### src/rtl/core/rrts_pkg.sv
package rrts_pkg;

   // Defaults for the top-level parameters
   localparam int MAX_TASKS_DEFAULT = 64;
   localparam int TIME_BITS_DEFAULT = 16;

   // Fixed field widths of the ports
   localparam int TAG_W     = 8;
   localparam int BURST_W   = 16;
   localparam int QUANTUM_W = 16;
   localparam int STATUS_W  = 2;

   localparam logic [QUANTUM_W-1:0] QUANTUM_RESET = 16'd4;

   // Request action codes
   localparam logic ACT_LOAD = 1'b0;
   localparam logic ACT_STEP = 1'b1;

   // Response status codes
   typedef logic [STATUS_W-1:0] status_type;
   localparam status_type ST_LOADED   = 2'd0;
   localparam status_type ST_RAN      = 2'd1;
   localparam status_type ST_REJECTED = 2'd2;
   localparam status_type ST_IDLE_Q   = 2'd3;

endpackage

### src/rtl/core/round_robin_task_scheduler_unit.sv
// Channel   Ports                                   Direction  Handshake
// req       action, task_tag, burst_time            in         req_valid / req_ready
// rsp       status, slice_tag, time_left,           out        rsp_valid / rsp_ready
//           time_used, finished, queue_empty
// csr       quantum                                 in         csr_wr_en (no wait)
//
// A load word, and a step word on an empty queue, are answered from the response
// register loaded at the accept edge. A step word on a busy queue first reads the
// head from the registered task RAM, then in S_SLICE computes the slice, writes an
// unfinished task back at tail and loads the response. Synchronous reset clears
// pointers, count, quantum (to 4) and the FSM; the RAM is not cleared, only occupied
// entries are read. A new word is taken only while the response register is free or
// being drained in that same cycle; rsp_ready low stalls req_ready.
module round_robin_task_scheduler_unit import rrts_pkg::*; #(
   parameter int MAX_TASKS = MAX_TASKS_DEFAULT,
   parameter int TIME_BITS = TIME_BITS_DEFAULT
) (
   input  logic                 clock,
   input  logic                 reset,
   // request channel
   input  logic                 req_valid,
   output logic                 req_ready,
   input  logic                 req_action,
   input  logic [TAG_W-1:0]     req_task_tag,
   input  logic [BURST_W-1:0]   req_burst_time,
   // response channel
   output logic                 rsp_valid,
   input  logic                 rsp_ready,
   output logic [STATUS_W-1:0]  rsp_status,
   output logic [TAG_W-1:0]     rsp_slice_tag,
   output logic [BURST_W-1:0]   rsp_time_left,
   output logic [BURST_W-1:0]   rsp_time_used,
   output logic                 rsp_finished,
   output logic                 rsp_queue_empty,
   // configuration
   input  logic                 csr_wr_en,
   input  logic [QUANTUM_W-1:0] csr_wr_data
);

   localparam int PW     = (MAX_TASKS > 1) ? $clog2(MAX_TASKS) : 1;
   localparam int CNTW   = $clog2(MAX_TASKS + 1);
   localparam int DATA_W = TAG_W + TIME_BITS;
   // compare width: quantum is compared in full against the stored time
   localparam int CW     = (TIME_BITS > QUANTUM_W) ? TIME_BITS : QUANTUM_W;

   // FSM codes
   localparam logic S_IDLE  = 1'b0;
   localparam logic S_SLICE = 1'b1;

   logic                 state_ff, state_in;
   logic [PW-1:0]        head_ff, head_in;
   logic [PW-1:0]        tail_ff, tail_in;
   logic [CNTW-1:0]      count_ff, count_in;
   logic [QUANTUM_W-1:0] quantum_ff, quantum_in;

   logic                 rsp_valid_ff, rsp_valid_in;
   logic [STATUS_W-1:0]  status_ff, status_in;
   logic [TAG_W-1:0]     tag_ff, tag_in;
   logic [BURST_W-1:0]   left_ff, left_in;
   logic [BURST_W-1:0]   used_ff, used_in;
   logic                 fin_ff, fin_in;
   logic                 empty_ff, empty_in;

   // RAM ports
   logic                 wr_en;
   logic [PW-1:0]        wr_addr;
   logic [DATA_W-1:0]    wr_data;
   logic                 rd_en;
   logic [DATA_W-1:0]    rd_data;

   logic                 accept;
   logic                 full;
   logic                 empty;
   logic [TIME_BITS-1:0] burst;
   logic [TIME_BITS-1:0] head_time;
   logic [TAG_W-1:0]     head_tag;
   logic [CW-1:0]        time_ext;
   logic [CW-1:0]        quant_ext;
   logic [CW-1:0]        diff;
   logic                 done;

   function automatic logic [PW-1:0] wrap_next(input logic [PW-1:0] p);
      logic [PW-1:0] r;
      if (p == PW'(MAX_TASKS - 1)) begin
         r = '0;
      end else begin
         r = p + PW'(1);
      end
      return r;
   endfunction

   assign req_ready = (state_ff == S_IDLE) && (!rsp_valid_ff || rsp_ready);
   assign accept    = req_valid && req_ready;
   assign full      = (count_ff == CNTW'(MAX_TASKS));
   assign empty     = (count_ff == '0);
   assign burst     = TIME_BITS'(req_burst_time);

   // slice arithmetic on the word read from the head
   assign head_time = rd_data[TIME_BITS-1:0];
   assign head_tag  = rd_data[TIME_BITS +: TAG_W];
   assign time_ext  = CW'(head_time);
   assign quant_ext = CW'(quantum_ff);
   assign diff      = time_ext - quant_ext;
   assign done      = (time_ext <= quant_ext);

   // Only one access per entry is in flight: a step reads at accept and writes
   // back in S_SLICE, during which no new word is taken, so no forwarding.
   assign rd_en = accept && (req_action == ACT_STEP) && !empty;

   always_comb begin
      wr_en   = 1'b0;
      wr_addr = tail_ff;
      wr_data = {req_task_tag, burst};
      if (state_ff == S_SLICE) begin
         wr_en   = !done;
         wr_data = {head_tag, TIME_BITS'(diff)};
      end else if (accept && (req_action == ACT_LOAD)) begin
         wr_en = !full;
      end
   end

   always_comb begin
      state_in     = state_ff;
      head_in      = head_ff;
      tail_in      = wr_en ? wrap_next(tail_ff) : tail_ff;
      count_in     = count_ff;
      quantum_in   = csr_wr_en ? csr_wr_data : quantum_ff;

      rsp_valid_in = (rsp_valid_ff && !rsp_ready) ? 1'b1 : 1'b0;
      status_in    = status_ff;
      tag_in       = tag_ff;
      left_in      = left_ff;
      used_in      = used_ff;
      fin_in       = fin_ff;
      empty_in     = empty_ff;

      unique case (state_ff)
         S_IDLE: begin
            if (accept) begin
               if (req_action == ACT_LOAD) begin
                  // load: append or drop, answer at once
                  rsp_valid_in = 1'b1;
                  tag_in       = req_task_tag;
                  left_in      = BURST_W'(burst);
                  used_in      = '0;
                  fin_in       = 1'b0;
                  empty_in     = 1'b0;
                  if (full) begin
                     status_in = ST_REJECTED;
                  end else begin
                     status_in = ST_LOADED;
                     count_in  = count_ff + CNTW'(1);
                  end
               end else if (empty) begin
                  // step on an empty queue: idle status
                  rsp_valid_in = 1'b1;
                  status_in    = ST_IDLE_Q;
                  tag_in       = '0;
                  left_in      = '0;
                  used_in      = '0;
                  fin_in       = 1'b0;
                  empty_in     = 1'b1;
               end else begin
                  // step: head read issued, advance head
                  head_in  = wrap_next(head_ff);
                  state_in = S_SLICE;
               end
            end
         end
         S_SLICE: begin
            // response slot is always free here
            rsp_valid_in = 1'b1;
            status_in    = ST_RAN;
            tag_in       = head_tag;
            fin_in       = done;
            if (done) begin
               left_in  = '0;
               used_in  = BURST_W'(time_ext);
               count_in = count_ff - CNTW'(1);
               empty_in = (count_ff == CNTW'(1));
            end else begin
               left_in  = BURST_W'(diff);
               used_in  = BURST_W'(quant_ext);
               empty_in = 1'b0;
            end
            state_in = S_IDLE;
         end
         default: begin
            state_in = S_IDLE;
         end
      endcase
   end

   always_ff @(posedge clock) begin
      if (reset) begin
         state_ff     <= S_IDLE;
         head_ff      <= '0;
         tail_ff      <= '0;
         count_ff     <= '0;
         quantum_ff   <= QUANTUM_RESET;
         rsp_valid_ff <= 1'b0;
      end else begin
         state_ff     <= state_in;
         head_ff      <= head_in;
         tail_ff      <= tail_in;
         count_ff     <= count_in;
         quantum_ff   <= quantum_in;
         rsp_valid_ff <= rsp_valid_in;
      end
   end

   // response payload, no reset needed
   always_ff @(posedge clock) begin
      status_ff <= status_in;
      tag_ff    <= tag_in;
      left_ff   <= left_in;
      used_ff   <= used_in;
      fin_ff    <= fin_in;
      empty_ff  <= empty_in;
   end

   rrts_task_ram #(
      .DEPTH  (MAX_TASKS),
      .DATA_W (DATA_W)
   ) u_ram (
      .clock   (clock),
      .wr_en   (wr_en),
      .wr_addr (wr_addr),
      .wr_data (wr_data),
      .rd_en   (rd_en),
      .rd_addr (head_ff),
      .rd_data (rd_data)
   );

   assign rsp_valid       = rsp_valid_ff;
   assign rsp_status      = status_ff;
   assign rsp_slice_tag   = tag_ff;
   assign rsp_time_left   = left_ff;
   assign rsp_time_used   = used_ff;
   assign rsp_finished    = fin_ff;
   assign rsp_queue_empty = empty_ff;

endmodule

### src/rtl/core/rrts_task_ram.sv
module rrts_task_ram import rrts_pkg::*; #(
   parameter int DEPTH  = MAX_TASKS_DEFAULT,
   parameter int DATA_W = TAG_W + TIME_BITS_DEFAULT,
   localparam int AW    = (DEPTH > 1) ? $clog2(DEPTH) : 1
) (
   input  logic              clock,
   input  logic              wr_en,
   input  logic [AW-1:0]     wr_addr,
   input  logic [DATA_W-1:0] wr_data,
   input  logic              rd_en,
   input  logic [AW-1:0]     rd_addr,
   output logic [DATA_W-1:0] rd_data
);

   logic [DATA_W-1:0] mem [DEPTH];
   logic [DATA_W-1:0] rd_data_ff;

   always_ff @(posedge clock) begin
      if (wr_en) begin
         mem[wr_addr] <= wr_data;
      end
   end

   // hold the last read word until the next read
   always_ff @(posedge clock) begin
      if (rd_en) begin
         rd_data_ff <= mem[rd_addr];
      end
   end

   assign rd_data = rd_data_ff;

endmodule
### config.mk
export PLATFORM = sky130hd
export DESIGN_NAME = round_robin_task_scheduler_unit
export DESIGN_NICKNAME = d
export VERILOG_FILES = /design/src/rtl/core/rrts_pkg.sv /design/src/rtl/core/round_robin_task_scheduler_unit.sv /design/src/rtl/core/rrts_task_ram.sv
export SDC_FILE = /design/constraint.sdc
export NUM_CORES = 2
export LEC_CHECK = 0
export ABC_AREA = 1
export BUFFER_PORTS_ARGS = -buffer_cell sky130_fd_sc_hd__buf_2
export CAP_MARGIN = 20
export CORE_MARGIN = 2
export CORE_UTILIZATION = 35
export CTS_BUF_LIST = sky130_fd_sc_hd__clkbuf_8
export CTS_CLUSTER_DIAMETER = 120
export CTS_CLUSTER_SIZE = 8
export DETAILED_ROUTE_END_ITERATION = 8
export GPL_ROUTABILITY_DRIVEN = 1
export PLACE_DENSITY = 0.6
export SYNTH_ARGS = -nofsm -noshare
export SYNTH_HDL_FRONTEND = slang
export SYNTH_HIERARCHICAL = 1
export SYNTH_SLANG_ARGS = --single-unit
### constraint.sdc
create_clock -name clock -period 5.5 [get_ports clock]
set_input_delay 0.825 -clock clock [delete_from_list [all_inputs] [get_ports clock]]
set_output_delay 0.825 -clock clock [all_outputs]
set_load 0.02 [all_outputs]
Word level (Yosys, flattened, before mapping) --
Memory sizes are Yosys's and may differ from the RTL's. A register that Yosys moved wholly into a read port is not among the register bits. Cells that the tools add are included.
Storage, ports and cells: register bits after elaboration 81, RAM bits 1536, input port bits 46, output and inout port bits 46, word-level logic and storage cells 95, memories kept 1
Memories:
- u_ram.mem | words 64, bits a word 24, rd ports 1, clocked after Yosys merged registers in 1, write ports 1, line rrts_task_ram.sv:15 | logic [DATA_W-1:0] mem [DEPTH];
Cells by class: $add $sub $neg 5, magnitude comparators 1, equal/unequal tests 9, muxes and demuxes 48, bitwise operators 3, reductions and logical operators 16
Operators by type and width (number):
- $mux 16 | 7
- $pmux 16 s2 | 2
- $mux 7 | 4
- $mux 24 | 1
- $mux 8 | 3
- $mux 1 | 18
- $le 16x16->1 | 1
- $pmux 8 s2 | 1
- $sub 16x16->16 | 1
- $pmux 7 s2 | 1
- $add 6x1->6 const B | 2
- $eq 6x6->1 const B | 2
- $mux 6 | 2
- $mux 2 | 4
- $pmux 1 s2 | 4
- $reduce_and 4->1 | 2
- $add 7x1->7 const B | 1
- $eq 7x1->1 const B | 1
- $eq 7x7->1 const B | 1
- $logic_not 7->1 | 1
- $sub 7x1->7 const B | 1
- $logic_and 1x1->1 | 6
- $ne 2x2->1 const B | 3
- $logic_not 1->1 | 5
- other kinds (6) | 8

Depth between registers and ports, before layout --
depth in word-level cells 9, gate-level depth with buffers 16

Modules after synthesis --
Netlist, hierarchy kept.
Modules (own cells, without submodules):
- rrts_task_ram | times used 1, cells an instance 5230, area an instance 62995.4 um^2, seq. area each 46844.9 um^2
- round_robin_task_scheduler_unit | times used 1, cells an instance 621, area an instance 4792.1 um^2, seq. area each 2062.0 um^2

Least setup slack after synthesis --
Ideal clock, no wire load.
path type input to register, start input rsp_ready, end memory u_ram/mem[48][0] in the netlist's numbering (enable), arrival time 4.490 ns, required time 5.034 ns, slack 0.543 ns, stages 9, buffers on the path 1, path through inv_1 a21oi_2 nand2_1 inv_2 nand2_1 nand2_4 clkbuf_1 nand4_1 nor4_1
On the way: longest elaborated chain between the ends 8
RTL lines:
- start, declared | line round_robin_task_scheduler_unit.sv:28 | input logic rsp_ready,
- $logic_or 1x1->1 | line round_robin_task_scheduler_unit.sv:92 | assign req_ready = (state_ff == S_IDLE) && (!rsp_valid_ff || rsp_ready);
- $logic_and 1x1->1 | line round_robin_task_scheduler_unit.sv:92
- net req_ready | line round_robin_task_scheduler_unit.sv:22 | output logic req_ready,
- $logic_and 1x1->1 | line round_robin_task_scheduler_unit.sv:93 | assign accept = req_valid && req_ready;
- $logic_and 1x1->1 | line round_robin_task_scheduler_unit.sv:117 | end else if (accept && (req_action == ACT_LOAD)) begin
- $mux 1 | line round_robin_task_scheduler_unit.sv:117
- $mux 1 | line round_robin_task_scheduler_unit.sv:114 | if (state_ff == S_SLICE) begin
- net wr_en | line round_robin_task_scheduler_unit.sv:65 | logic wr_en;
- $mux 1 | line rrts_task_ram.sv:19 | if (wr_en) begin
- $mux 1 (implied by the code) | line rrts_task_ram.sv:20 | mem[wr_addr] <= wr_data;
- end, declared | line rrts_task_ram.sv:15
The timed path passes the listed nets, and every way through them passes these cells.

Worst setup path after layout --
start register u_ram.rd_data_ff[0] (netlist: u_ram/rd_data[0]), read port of u_ram.mem, end memory u_ram/mem[3][20] in the netlist's numbering (enable)
On the way: longest elaborated chain between the ends 5
RTL lines:
- start, declared | line rrts_task_ram.sv:16 | logic [DATA_W-1:0] rd_data_ff;
- $le 16x16->1 | line round_robin_task_scheduler_unit.sv:104 | assign done = (time_ext <= quant_ext);
- $logic_not 1->1 | line round_robin_task_scheduler_unit.sv:115 | wr_en = !done;
- $mux 1 | line round_robin_task_scheduler_unit.sv:114
- net wr_en | line round_robin_task_scheduler_unit.sv:65
- $mux 1 | line rrts_task_ram.sv:19
- $mux 1 (implied by the code) | line rrts_task_ram.sv:20
The timed path passes the listed nets, and every way through them passes these cells.

==> metrics <==
residual DRC count=0; drt first pass iters=6; die area=197,000 um^2; die span in x=444 um; post-DP HPWL=about 110,000 um; Crit Path Max Fanout=37; Critical Path Source Type=flop; grt ovf=0; Hold/Removal Path Class=in -> reg; average wire per standard cell=approximately 23 um; Synth Register Bits=~1,600; hold_buf cts=0; Fmax=242 MHz; I/O Pins=92; WS Path Type=reg -> reg; P_int=~18,000 uW; RSZ-0062 raised after global routing=no; Setup Viol. Count Final=0; global placer's final weighted congestion=around 0.9; worst hold slack=roughly 0.15 ns; Worst Path Arrival=4.72 ns; CTS clk-pin slew, worst paths=around 0.070 ns; via count=around 45,000; sequential power share=0.574; Max Cap Viol=0; Hold Path Cell Cnt=2; number of global-route vias before repair=~43,000; Rel. slew slack=0.228; leading cell type in the layout, fill and taps excluded=nand2_1; fraction of layout cells with a size suffix above 1=0.101; Pwr Density=~330 nW/um^2; PostCTS Resize Cnt=0; Gate power share=0.097; Reg2Reg Capture Point=u_ram/mem[3][20]; Cell Area, Synth=67,800 um^2; Final Slew Violations=0; Leak=around 0.026 uW; core area=~190,000 um^2; initial antenna violation count=8; TNS Setup=0 ns; Most Used Layer, Global Route=met2; HP Start=csr_wr_en; largest net degree at the start of global routing=170; min cycle time layout=4.14 ns; post-CTS setup buffers=0; post-place setup slack=1.44 ns; Seq/Total Area, Yosys=0.721; sw power=~6200 uW; first-pass GRT wire length=between 200,000 and 300,000 um; PortBufs=between 90 and 100; Syn. warnings=6; syn nets=5,920; Clk network pwr share=0.329; Sw Ratio=0.255; CP Launch Point=u_ram/rd_data[0]; fin nets=6,030; met3 global-route usage=0.0387; Clock Path Buffers=3; All-Layer GR Usage=0.193; WL final=just under 200,000 um; syn avg cell area=~12 um^2; GRT met2 Usage=0.290; DRT iter0 DRCs=roughly 5,500; CTS tree=yes; count of cell types in the netlist=44; Rows=161; CP endpoint kind=flop; status=completed; H-tree levels=4; Clock Latency Late Sink=0.95 ns; drt via density=~5.3; starting density of the core=0.352; Period Utilization, post-route=0.752; Worst Hold Endpoint=quant_ext[2]; CTS sink count=1,641; Pwr Total=roughly 24,000 uW; worst vdd ir=around 0.00019 V; Die H=between 400 and 500 um; FF-to-FF setup slack=~1.4 ns; Final Hold Vio Count=0; Worst Slack Setup Final=around 1.4 ns; most frequent cells in the layout=2,074 x nand2_1, 1,604 x edfxtp_1, 1,337 x nand3_1; worst r2r src=u_ram/rd_data[0]; FF-to-FF path depth=16; clk_skew=~0.048 ns; Root Buffer=clkbuf_8; CP Data Required Time=just over 6 ns; area grow syn2layout=10.1%; cells after synthesis=5,851; met1 Resource Use GR=0.272; CTS Buf Count=between 200 and 250; Slew @ Worst Pin=roughly 1.2 ns; Final ANT Viol Nets=0
## through the flow
step / util / instances / area [um^2]
after floorplan: - / 5851 / 67800
after global placement: 0.369 / 8256 / 71100
after detailed placement: 0.370 / 8259 / 71200
after CTS: 0.387 / 8531 / 74500
after global routing: 0.387 / 8535 / 74600
final: 0.387 / 8537 / 74600
## final cells by class
type,count,area (um^2)
inverter,99,404
fill,18400,118000
clock buffer,228,3140
sequential,1641,48900
multi-input combinational,3751,16800
antenna,3,7.51
tap,2526,3160
clock inverter,44,225
timing repair buffer,245,1920
## synthesized netlist by cell type (all sizes together)
cell    instances  area share
a21boi          1     0.00011
a21o            3     0.00033
a21oi          46      0.0035
and2            1    0.000092
buf           282       0.026
clkbuf         78      0.0043
clkinv          1    0.000055
dfxtp          37       0.011
edfxtp       1604        0.71
fa              1     0.00030
ha             22      0.0041
inv            98      0.0055
mux2i           1     0.00015
nand2        2089        0.12
nand3        1340       0.099
nand4          19      0.0018
nor2          103      0.0057
nor3           11     0.00098
nor3b           1     0.00011
nor4            9     0.00083
o211ai          1     0.00011
o21a            1     0.00011
o21ai          74      0.0055
o21bai          3     0.00033
o22ai           4     0.00037
o31ai           8     0.00089
o32ai           5     0.00065
or2             1    0.000092
xnor2           1     0.00013
xor2            6     0.00078
## critical path, stage by stage, from the launching register on
cell      delay, ns
edfxtp_1       0.33
inv_1          0.06
ha_1           0.20
inv_1          0.09
fa_1           0.21
nand2_1        0.06
nand2_1        0.11
nand3_1        0.11
nand2_2        0.12
nand2_2        0.07
nand2_4        0.08
nand3_4        0.40
nand2_4        0.39
nand4_1        0.62
buf_4          0.42
nor2_2         0.09
buf_4          0.36
## metal layers
layer,vias to the layer above,share of wire
li1,20600,-
met5,-,0
met3,361,0.095
met1,22000,0.42
met4,0,0.042
met2,2267,0.44
## cells by family after synthesis
kind of cell	count (synthesis)	share of synthesized area
buffers and inverters	459	0.0363
AND/OR/NAND/NOR	3574	0.225
XOR/XNOR	7	0.000904
adder cells (fa/ha/maj)	23	0.00436
multiplexers	1	0.000148
flip-flops	1641	0.721
AO/OA/AOI/OAI	146	0.0118
## sequential cells by signal, summed over array words and instances, names as in the netlist, 7 cells and up
signal         cells
rsp_time_left     16
rsp_time_used     16
quant_ext         16
u_ram/rd_data     24
rsp_slice_tag      8
count_ff           7
u_ram/mem       1536
## worst max path at each step
stage | to | slack [ns]
after floorplan | u_ram/mem[48][0] | 0.54
after CTS | u_ram/mem[3][9] | 1.42
after detailed placement | u_ram/mem[3][20] | 1.44
after global placement | u_ram/mem[37][18] | 1.42
final | u_ram/mem[3][20] | 1.36
after global routing | u_ram/mem[3][9] | 1.19
## power by group through the flow
stage               Sequential (uW)  Clock, uW  Combinational, uW
finish                        14000       8030               2370
floorplan                     14300          0               1340
detailed placement            14300          0               2330
global route                  14000       8660               2550
global placement              14300          0               2300
CTS                           14000       8180               2330
(Power assumes the default switching activity.)
